### src/rtl/ps2kc_pkg.sv
`timescale 1ns / 1ps
package ps2kc_pkg;

    typedef enum logic [1:0] {
        OP_READ   = 2'd0,
        OP_WRITE  = 2'd1,
        OP_DEVICE = 2'd2,
        OP_RESET  = 2'd3
    } ps2kc_op_t;

    localparam logic PORT_DATA = 1'b0;
    localparam logic PORT_CMD  = 1'b1;

    localparam int RAM_DEPTH = 32;
    localparam int RAM_AW    = $clog2(RAM_DEPTH);

    // command groups, taken from bits 7:5
    localparam logic [2:0] GRP_RAM_READ  = 3'b001;
    localparam logic [2:0] GRP_RAM_WRITE = 3'b011;
    localparam logic [2:0] GRP_AX        = 3'b101;
    localparam logic [2:0] GRP_CX        = 3'b110;
    localparam logic [2:0] GRP_EX        = 3'b111;

    localparam logic [7:0] CMD_RAM0      = 8'h60;
    localparam logic [7:0] CMD_KBD_TEST2 = 8'ha4;
    localparam logic [7:0] CMD_AUX_DIS   = 8'ha7;
    localparam logic [7:0] CMD_AUX_EN    = 8'ha8;
    localparam logic [7:0] CMD_AUX_TEST  = 8'ha9;
    localparam logic [7:0] CMD_SELF_TEST = 8'haa;
    localparam logic [7:0] CMD_KBD_TEST  = 8'hab;
    localparam logic [7:0] CMD_KBD_DIS   = 8'had;
    localparam logic [7:0] CMD_KBD_EN    = 8'hae;
    localparam logic [7:0] CMD_READ_IN   = 8'hc0;
    localparam logic [7:0] CMD_POLL_LO   = 8'hc1;
    localparam logic [7:0] CMD_POLL_HI   = 8'hc2;
    localparam logic [7:0] CMD_READ_OUT  = 8'hd0;
    localparam logic [7:0] CMD_WRITE_OUT = 8'hd1;
    localparam logic [7:0] CMD_WRITE_KBD = 8'hd2;
    localparam logic [7:0] CMD_WRITE_AUX = 8'hd3;
    localparam logic [7:0] CMD_TO_AUX    = 8'hd4;
    localparam logic [7:0] CMD_RESET     = 8'hff;
    localparam logic [3:0] CMD_PULSE_HI  = 4'hf;

    localparam logic [7:0] ANS_PASSWD = 8'hf1;
    localparam logic [7:0] ANS_SELF   = 8'h55;
    localparam logic [7:0] ANS_OK     = 8'h00;

    typedef struct packed {
        ps2kc_op_t  operation;
        logic       port;
        logic [7:0] write_data;
    } ps2kc_req_t;

    typedef struct packed {
        logic       read_valid;
        logic [7:0] read_data;
        logic [7:0] status_byte;
        logic [7:0] output_port;
        logic       reset_request;
    } ps2kc_rsp_t;

endpackage

### src/rtl/ps2kc_core.sv
`timescale 1ns / 1ps
module ps2kc_core
    import ps2kc_pkg::*;
(
    input  logic       clk,
    input  logic       rst_n,
    input  logic       step,
    input  ps2kc_req_t item,
    output ps2kc_rsp_t result
);

    logic [7:0]        status_reg, status_next;
    logic [7:0]        obuf_reg, obuf_next;
    logic              pend_valid_reg, pend_valid_next;
    logic [7:0]        pend_cmd_reg, pend_cmd_next;
    logic [7:0]        oport_reg, oport_next;
    logic              rflag_reg, rflag_next;
    logic [7:0]        ram_reg [RAM_DEPTH];
    logic              ram_we;
    logic [RAM_AW-1:0] ram_waddr;
    logic [7:0]        ram_wdata;
    logic              rd_valid;
    logic [7:0]        rd_data;
    logic [7:0]        c;

    assign c = item.write_data;

    always_comb
    begin
        status_next     = status_reg;
        obuf_next       = obuf_reg;
        pend_valid_next = pend_valid_reg;
        pend_cmd_next   = pend_cmd_reg;
        oport_next      = oport_reg;
        rflag_next      = rflag_reg;
        ram_we          = 1'b0;
        ram_waddr       = pend_cmd_reg[RAM_AW-1:0];
        ram_wdata       = c;
        rd_valid        = 1'b0;
        rd_data         = 8'h00;

        case (item.operation)
            OP_READ:
            begin
                if (item.port == PORT_DATA)
                begin
                    if (status_reg[0])
                    begin
                        rd_valid       = 1'b1;
                        rd_data        = obuf_reg;
                        status_next[0] = 1'b0;
                    end
                end
                else
                begin
                    rd_valid = 1'b1;
                    rd_data  = status_reg;
                end
            end
            OP_WRITE:
            begin
                if (item.port == PORT_DATA)
                begin
                    status_next[3] = 1'b1;
                    if (pend_valid_reg)
                    begin
                        if (pend_cmd_reg[7:5] == GRP_RAM_WRITE)
                        begin
                            ram_we = 1'b1;
                            if (pend_cmd_reg == CMD_RAM0)
                                status_next[2] = c[2];
                        end
                        else if (pend_cmd_reg == CMD_WRITE_OUT)
                        begin
                            oport_next = c;
                            if (!c[0])
                                rflag_next = 1'b1;
                        end
                        else if (pend_cmd_reg == CMD_WRITE_KBD ||
                                 pend_cmd_reg == CMD_WRITE_AUX)
                        begin
                            obuf_next         = c;
                            status_next[0]    = 1'b1;
                            status_next[5]    = (pend_cmd_reg == CMD_WRITE_AUX);
                        end
                        pend_valid_next = 1'b0;
                        pend_cmd_next   = 8'h00;
                    end
                end
                else
                begin
                    status_next[3] = 1'b0;
                    case (c[7:5])
                        GRP_RAM_READ:
                        begin
                            obuf_next      = ram_reg[c[RAM_AW-1:0]];
                            status_next[5] = 1'b0;
                            status_next[0] = 1'b1;
                        end
                        GRP_RAM_WRITE:
                        begin
                            pend_valid_next = 1'b1;
                            pend_cmd_next   = c;
                        end
                        GRP_AX:
                        begin
                            case (c)
                                CMD_KBD_TEST2, CMD_AUX_TEST, CMD_SELF_TEST, CMD_KBD_TEST:
                                begin
                                    obuf_next      = (c == CMD_KBD_TEST2) ? ANS_PASSWD :
                                                     (c == CMD_SELF_TEST) ? ANS_SELF : ANS_OK;
                                    status_next[5] = 1'b0;
                                    status_next[0] = 1'b1;
                                end
                                CMD_AUX_DIS: status_next[5] = 1'b1;
                                CMD_AUX_EN:  status_next[5] = 1'b0;
                                CMD_KBD_DIS: status_next[4] = 1'b1;
                                CMD_KBD_EN:  status_next[4] = 1'b0;
                                default: ;
                            endcase
                        end
                        GRP_CX:
                        begin
                            // C0..C2 see the last written byte, which is the command itself
                            case (c)
                                CMD_READ_IN, CMD_READ_OUT:
                                begin
                                    obuf_next      = (c == CMD_READ_IN) ? c : oport_reg;
                                    status_next[5] = 1'b0;
                                    status_next[0] = 1'b1;
                                end
                                CMD_POLL_LO: status_next[7:4] = c[3:0];
                                CMD_POLL_HI: status_next[7:4] = c[7:4];
                                CMD_WRITE_OUT, CMD_WRITE_KBD, CMD_WRITE_AUX, CMD_TO_AUX:
                                begin
                                    pend_valid_next = 1'b1;
                                    pend_cmd_next   = c;
                                end
                                default: ;
                            endcase
                        end
                        GRP_EX:
                        begin
                            if (c == CMD_RESET)
                            begin
                                pend_valid_next  = 1'b0;
                                pend_cmd_next    = 8'h00;
                                rflag_next       = 1'b0;
                                status_next[1:0] = 2'b00;
                            end
                            else if (c[7:4] == CMD_PULSE_HI && !c[0])
                                rflag_next = 1'b1;
                        end
                        default: ;
                    endcase
                end
            end
            OP_DEVICE:
            begin
                obuf_next      = c;
                status_next[5] = 1'b0;
                status_next[0] = 1'b1;
            end
            OP_RESET:
            begin
                pend_valid_next  = 1'b0;
                pend_cmd_next    = 8'h00;
                rflag_next       = 1'b0;
                status_next[1:0] = 2'b00;
            end
            default: ;
        endcase
    end

    always_ff @(posedge clk or negedge rst_n)
    begin
        if (!rst_n)
        begin
            status_reg     <= 8'h00;
            obuf_reg       <= 8'h00;
            pend_valid_reg <= 1'b0;
            pend_cmd_reg   <= 8'h00;
            oport_reg      <= 8'h00;
            rflag_reg      <= 1'b0;
            for (int i = 0; i < RAM_DEPTH; i++)
                ram_reg[i] <= 8'h00;
        end
        else if (step)
        begin
            status_reg     <= status_next;
            obuf_reg       <= obuf_next;
            pend_valid_reg <= pend_valid_next;
            pend_cmd_reg   <= pend_cmd_next;
            oport_reg      <= oport_next;
            rflag_reg      <= rflag_next;
            if (ram_we)
                ram_reg[ram_waddr] <= ram_wdata;
        end
    end

    assign result.read_valid    = rd_valid;
    assign result.read_data     = rd_data;
    assign result.status_byte   = status_next;
    assign result.output_port   = oport_next;
    assign result.reset_request = rflag_next;

endmodule

### src/rtl/ps2_keyboard_controller.sv
`timescale 1ns / 1ps
// 8042-style keyboard controller, host side.
// req channel (req_valid/req_ready/req): one word per bus access: a read,
// a write to port 60h or 64h, a byte from the keyboard, or a controller reset.
// rsp channel (rsp_valid/rsp_ready/rsp): exactly one word per request word,
// in order, carrying the read byte (if any), status, output port and the
// reset-request flag as they stand after that access.
// Path: the request word is captured in the input register, then the
// state update writes the response register, which drives rsp.
// Throughput: one word per cycle when not stalled; the state update is one
// register step, so back-to-back accesses see each other's effects.
// Reset: all controller state, including the 32-byte internal RAM, clears to
// zero and both channels come up empty; req_ready is high right after reset.
// Stall: while rsp_ready is low the response is held; one more request
// word is taken into the input register, then req_ready drops.
module ps2_keyboard_controller
    import ps2kc_pkg::*;
(
    input  logic       clk,
    input  logic       rst_n,
    input  logic       req_valid,
    output logic       req_ready,
    input  ps2kc_req_t req,
    output logic       rsp_valid,
    input  logic       rsp_ready,
    output ps2kc_rsp_t rsp
);

    logic       s1_valid_reg, s1_valid_next;
    ps2kc_req_t s1_word_reg;
    logic       out_valid_reg, out_valid_next;
    ps2kc_rsp_t out_word_reg;
    ps2kc_rsp_t core_rsp;
    logic       advance;
    logic       s1_fire;

    assign advance   = !out_valid_reg || rsp_ready;
    assign s1_fire   = s1_valid_reg && advance;
    assign req_ready = !s1_valid_reg || advance;

    always_comb
    begin
        s1_valid_next  = req_ready ? req_valid : s1_valid_reg;
        out_valid_next = advance ? s1_valid_reg : out_valid_reg;
    end

    always_ff @(posedge clk or negedge rst_n)
    begin
        if (!rst_n)
        begin
            s1_valid_reg  <= 1'b0;
            out_valid_reg <= 1'b0;
        end
        else
        begin
            s1_valid_reg  <= s1_valid_next;
            out_valid_reg <= out_valid_next;
        end
    end

    always_ff @(posedge clk)
    begin
        if (req_valid && req_ready)
            s1_word_reg <= req;
        if (s1_fire)
            out_word_reg <= core_rsp;
    end

    ps2kc_core u_core (
        .clk    (clk),
        .rst_n  (rst_n),
        .step   (s1_fire),
        .item   (s1_word_reg),
        .result (core_rsp)
    );

    assign rsp_valid = out_valid_reg;
    assign rsp       = out_word_reg;

endmodule

### config.mk
export PLATFORM = sky130hd
export DESIGN_NAME = ps2_keyboard_controller
export DESIGN_NICKNAME = d
export VERILOG_FILES = /design/src/rtl/ps2kc_pkg.sv /design/src/rtl/ps2kc_core.sv /design/src/rtl/ps2_keyboard_controller.sv
export SDC_FILE = /design/constraint.sdc
export NUM_CORES = 1
export LEC_CHECK = 0
export BUFFER_PORTS_ARGS = -buffer_cell sky130_fd_sc_hd__buf_2
export CORE_MARGIN = 5
export CORE_UTILIZATION = 45
export CTS_CLUSTER_SIZE = 8
export DETAILED_ROUTE_END_ITERATION = 10
export PLACE_DENSITY = 0.69
export SLEW_MARGIN = 20
export SYNTH_ARGS = -nofsm -noshare
export SYNTH_HDL_FRONTEND = slang
export SYNTH_SLANG_ARGS = --single-unit
### constraint.sdc
create_clock -name clk -period 2.4 [get_ports clk]
set_input_delay 0.48 -clock clk [delete_from_list [all_inputs] [get_ports clk]]
set_output_delay 0.48 -clock clk [all_outputs]
set_load 0.02 [all_outputs]
==> impl_metrics.yaml <==
grt:
  met2_usage_pct: 32.2
  busiest_layer: "met2"
  number_of_antenna_violations_at_the_first_check_in_global_routing: 0
  grtUsageTotal_pct: 20.2
  grt_util_met3_pct: 4.19
  wire_length_of_the_first_global_routing_pass_um: 62100
  first_global_vias: 10700
  largest_net_degree_at_the_start_of_global_routing: 62
  grt_remaining_overflow: 0
  grtUsageMet1_pct: 28.1
worst_setup_path:
  crit_path_start_kind: "flip-flop"
  worstSetupPathType: "flip-flop to flip-flop"
  r2r_slack_ps: 40
  timing.critical_path.slowest_cell_delay_ps: 560
  cp_data_arrival_time_ps: 2790
  critical_path.n_buffers_inverters: 2
  worstPathMaxFanout: 10
  worst_ep_required_time_ps: 2820
  critical_path.cell_chain: "buf_4 > clkbuf_16 > mux4_2 > a211oi_1 > o21ai_1 > a311o_1 > a22o_1"
  worst_path_dominant_cell_family: "compound AO/OA/AOI/OAI gates"
  end_kind: "flip-flop"
  timing.critical_path.slowest_stage_cell: "sky130_fd_sc_hd__mux4_2"
logic_synthesis:
  synth.lib_cells_used.distinct: 64
  sequential_fraction_of_the_synthesis_area_pct: 53.7
  average_footprint_of_a_synthesized_cell_um2: 14.2
  synth-edff-count: 37
  ys.warnings.count: 0
  synth_ff_type: "sky130_fd_sc_hd__dfrtp_1"
  net_count_after_synthesis: 1121
  mappedNetlistArea_um2: 15700
  post_synth_inst_count: 1101
  synth_async_sr_flop_share_pct: 88.8
  synth-seq-cells: 329
route:
  via_density: 5.82
  detailroute.via_count: 9891
  wl_um: 38900
  routed_length_per_instance_um: 22.9
  first_iter_violations: 700
  drc_violation_count_after_routing: 0
  final_antenna_net_count: 0
  drt_first_pass_iters: 5
cells_and_area:
  area.growth.synth_to_final_pct: 19.9
  nets: 1253
  post_route_cells_drive_above_1_share_pct: 48.6
  layout.filler_cells: 2809
  post_layout_nonfiller_instances: 1699
  antenna_diode_count: 0
  largest_register_ffs: 256
floorplan:
  placeableCoreArea_um2: 34500
  die_h_um: 197
  io-pin-count: 43
  die_area_um2: 38700
  fp.dieW_um: 197
  initial_standard_cell_utilization_of_the_core_pct: 45.5
  placement_rows: 68
timing:
  hold_ws_ps: 101
  timing_worst_slew_pin_value_ps: 644
  final-setup-viol-count: 0
  fmax_mhz: 423
  worst_slew_margin_pct: 57.1
  period_minus_slack_ps: 2360
  finalCritPeriodShare_pct: 98.4
  finalHoldViolCount: 0
  finClkSkew_ps: 31.5
  final-max-slew-violation-count: 0
clock_tree:
  clock_tree.htree_level_count: 2
  cts_buffers: 47
  cts-root-to-sink-buffers: 3
  clock_insertion_delay_worst_skew_ps: 560
  root_buffer_cell: "sky130_fd_sc_hd__clkbuf_16"
  register_clock_pin_slew_on_the_reported_worst_setup_and_hold_paths_ps: 50
  tritoncts: "built"
  clock_sink_count: 329
outcome:
  outcome: "finished, final reports clean"
hold_path:
  min_path_type: "input pin to flip-flop"
job:
  cap_violations: 0
place:
  dp.final_hpwl_um: 26000
  place_congestion: 0.910
  placed_cells_incl_taps: 1630
  buffer_ports.inserted: 42
power:
  static-leakage-power_nw: 8.68
  power.density_nw_per_um2: 696
  power_mw: 13.1
  vdd_ir_drop_max_v: 0.000478
-- power breakdown --
group / internal, mW / switching [mW]
logic: 0.457 / 0.811
registers: 5.83 / 0.153
clock network: 3.51 / 2.33
total: 9.79 / 3.29
-- cell families after synthesis --
group | Yosys count | share of synthesized area [%]
compound gates | 112 | 4.99
mux | 373 | 30.7
flops | 329 | 53.7
buf+inv | 100 | 2.99
fa+ha+maj | 5 | 0.399
simple gates | 182 | 7.25
-- final cells by class --
type / count / area [µm²] / share of cell area [%]
clock buffers: 56 / 1210 / 6.44
clock inverters: 4 / 61.3 / 0.326
inverters: 16 / 60.1 / 0.319
multi-input cells: 672 / 6860 / 36.5
flip-flops and latches: 329 / 8420 / 44.8
well taps: 455 / 569 / 3.03
repair buffers: 167 / 1620 / 8.62
-- final timing paths --
kind | startpoint | endpoint | cells past startpoint
setup reg to reg | s1_word_reg[0]$_DFFE_PP_ | u_core.obuf_reg[1]$_DFFE_PN0P_ | 7
setup / recovery | s1_word_reg[0]$_DFFE_PP_ | u_core.obuf_reg[1]$_DFFE_PN0P_ | 7
hold / removal | req[4] | s1_word_reg[4]$_DFFE_PP_ | 1
max in group asynchronous | rst_n | u_core.ram_reg[206]$_DFFE_PN0P_ | 3
min in group asynchronous | rst_n | u_core.ram_reg[152]$_DFFE_PN0P_ | 2
hold reg to reg | u_core.ram_reg[0]$_DFFE_PN0P_ | u_core.ram_reg[0]$_DFFE_PN0P_ | 1
-- cell usage in the layout (no fill, tap or decap), types with 29 or more instances in the layout --
cell and count:
sky130_fd_sc_hd__buf_12 32, sky130_fd_sc_hd__buf_2 41, sky130_fd_sc_hd__buf_4 88, sky130_fd_sc_hd__clkbuf_16 49, sky130_fd_sc_hd__dfrtp_1 292, sky130_fd_sc_hd__edfxtp_1 37, sky130_fd_sc_hd__mux2_2 273, sky130_fd_sc_hd__mux2i_1 35
sky130_fd_sc_hd__mux4_2 58, sky130_fd_sc_hd__nand2_1 37, sky130_fd_sc_hd__nor2_1 30, sky130_fd_sc_hd__o21ai_0 29
-- repair_timing --
| action | in CTS | in global routing |
|---|---|---|
| hold buffers | 1 | 0 |
| setup endpoints to repair | 1 | 177 |
| hold endpoints to repair | 54 | 0 |
| resized for setup | 1 | 18 |
| pin swaps | 0 | 1 |
| gates cloned | 0 | 2 |
| setup buffers | 0 | 6 |
-- routing by layer --
metal  share of wire [%]  vias up
met1                  44     5185
met4                 2.7        0
met2                  47      296
li1                    -     4332
met5                   0        -
met3                 6.0       78
-- through the flow --
stage	cell area [µm²]	setup slack (ps)	utilization, %	setup TNS [ps]
after global routing	18800	-4.02	54.6	-4.02
after detailed placement	17300	21.3	50.3	0
final	18800	37.9	54.6	0
after CTS	18600	3.37	54.1	0
after floorplan	15700	59.4	-	0
after global placement	17300	33.3	50.3	0
-- synth_stat cells (5+ instances only) --
library cell	number	area, µm²
sky130_fd_sc_hd__mux2i_1	37	370
sky130_fd_sc_hd__nor2b_1	17	106
sky130_fd_sc_hd__nand2b_1	9	56.3
sky130_fd_sc_hd__dfrtp_1	292	7310
sky130_fd_sc_hd__o211ai_1	7	52.6
sky130_fd_sc_hd__nor3_1	10	50.1
sky130_fd_sc_hd__a21oi_1	18	90.1
sky130_fd_sc_hd__nand2_1	38	143
sky130_fd_sc_hd__mux2_2	274	3090
sky130_fd_sc_hd__nor2_2	21	131
sky130_fd_sc_hd__a22oi_1	8	60.1
sky130_fd_sc_hd__inv_1	14	52.6
sky130_fd_sc_hd__nand4_4	6	128
sky130_fd_sc_hd__edfxtp_1	37	1110
sky130_fd_sc_hd__nor2_1	30	113
sky130_fd_sc_hd__mux4_2	58	1310
sky130_fd_sc_hd__and2_1	8	50.1
sky130_fd_sc_hd__buf_2	23	115
sky130_fd_sc_hd__clkbuf_1	47	176
sky130_fd_sc_hd__buf_6	7	78.8
sky130_fd_sc_hd__o21ai_0	31	155
sky130_fd_sc_hd__a311oi_1	5	43.8
sky130_fd_sc_hd__nand4_1	5	31.3
sky130_fd_sc_hd__a211oi_1	7	52.6
sky130_fd_sc_hd__nand3_1	11	55.1
sky130_fd_sc_hd__ha_1	5	62.6
sky130_fd_sc_hd__o221ai_1	5	43.8
(Power assumes the default switching activity.)
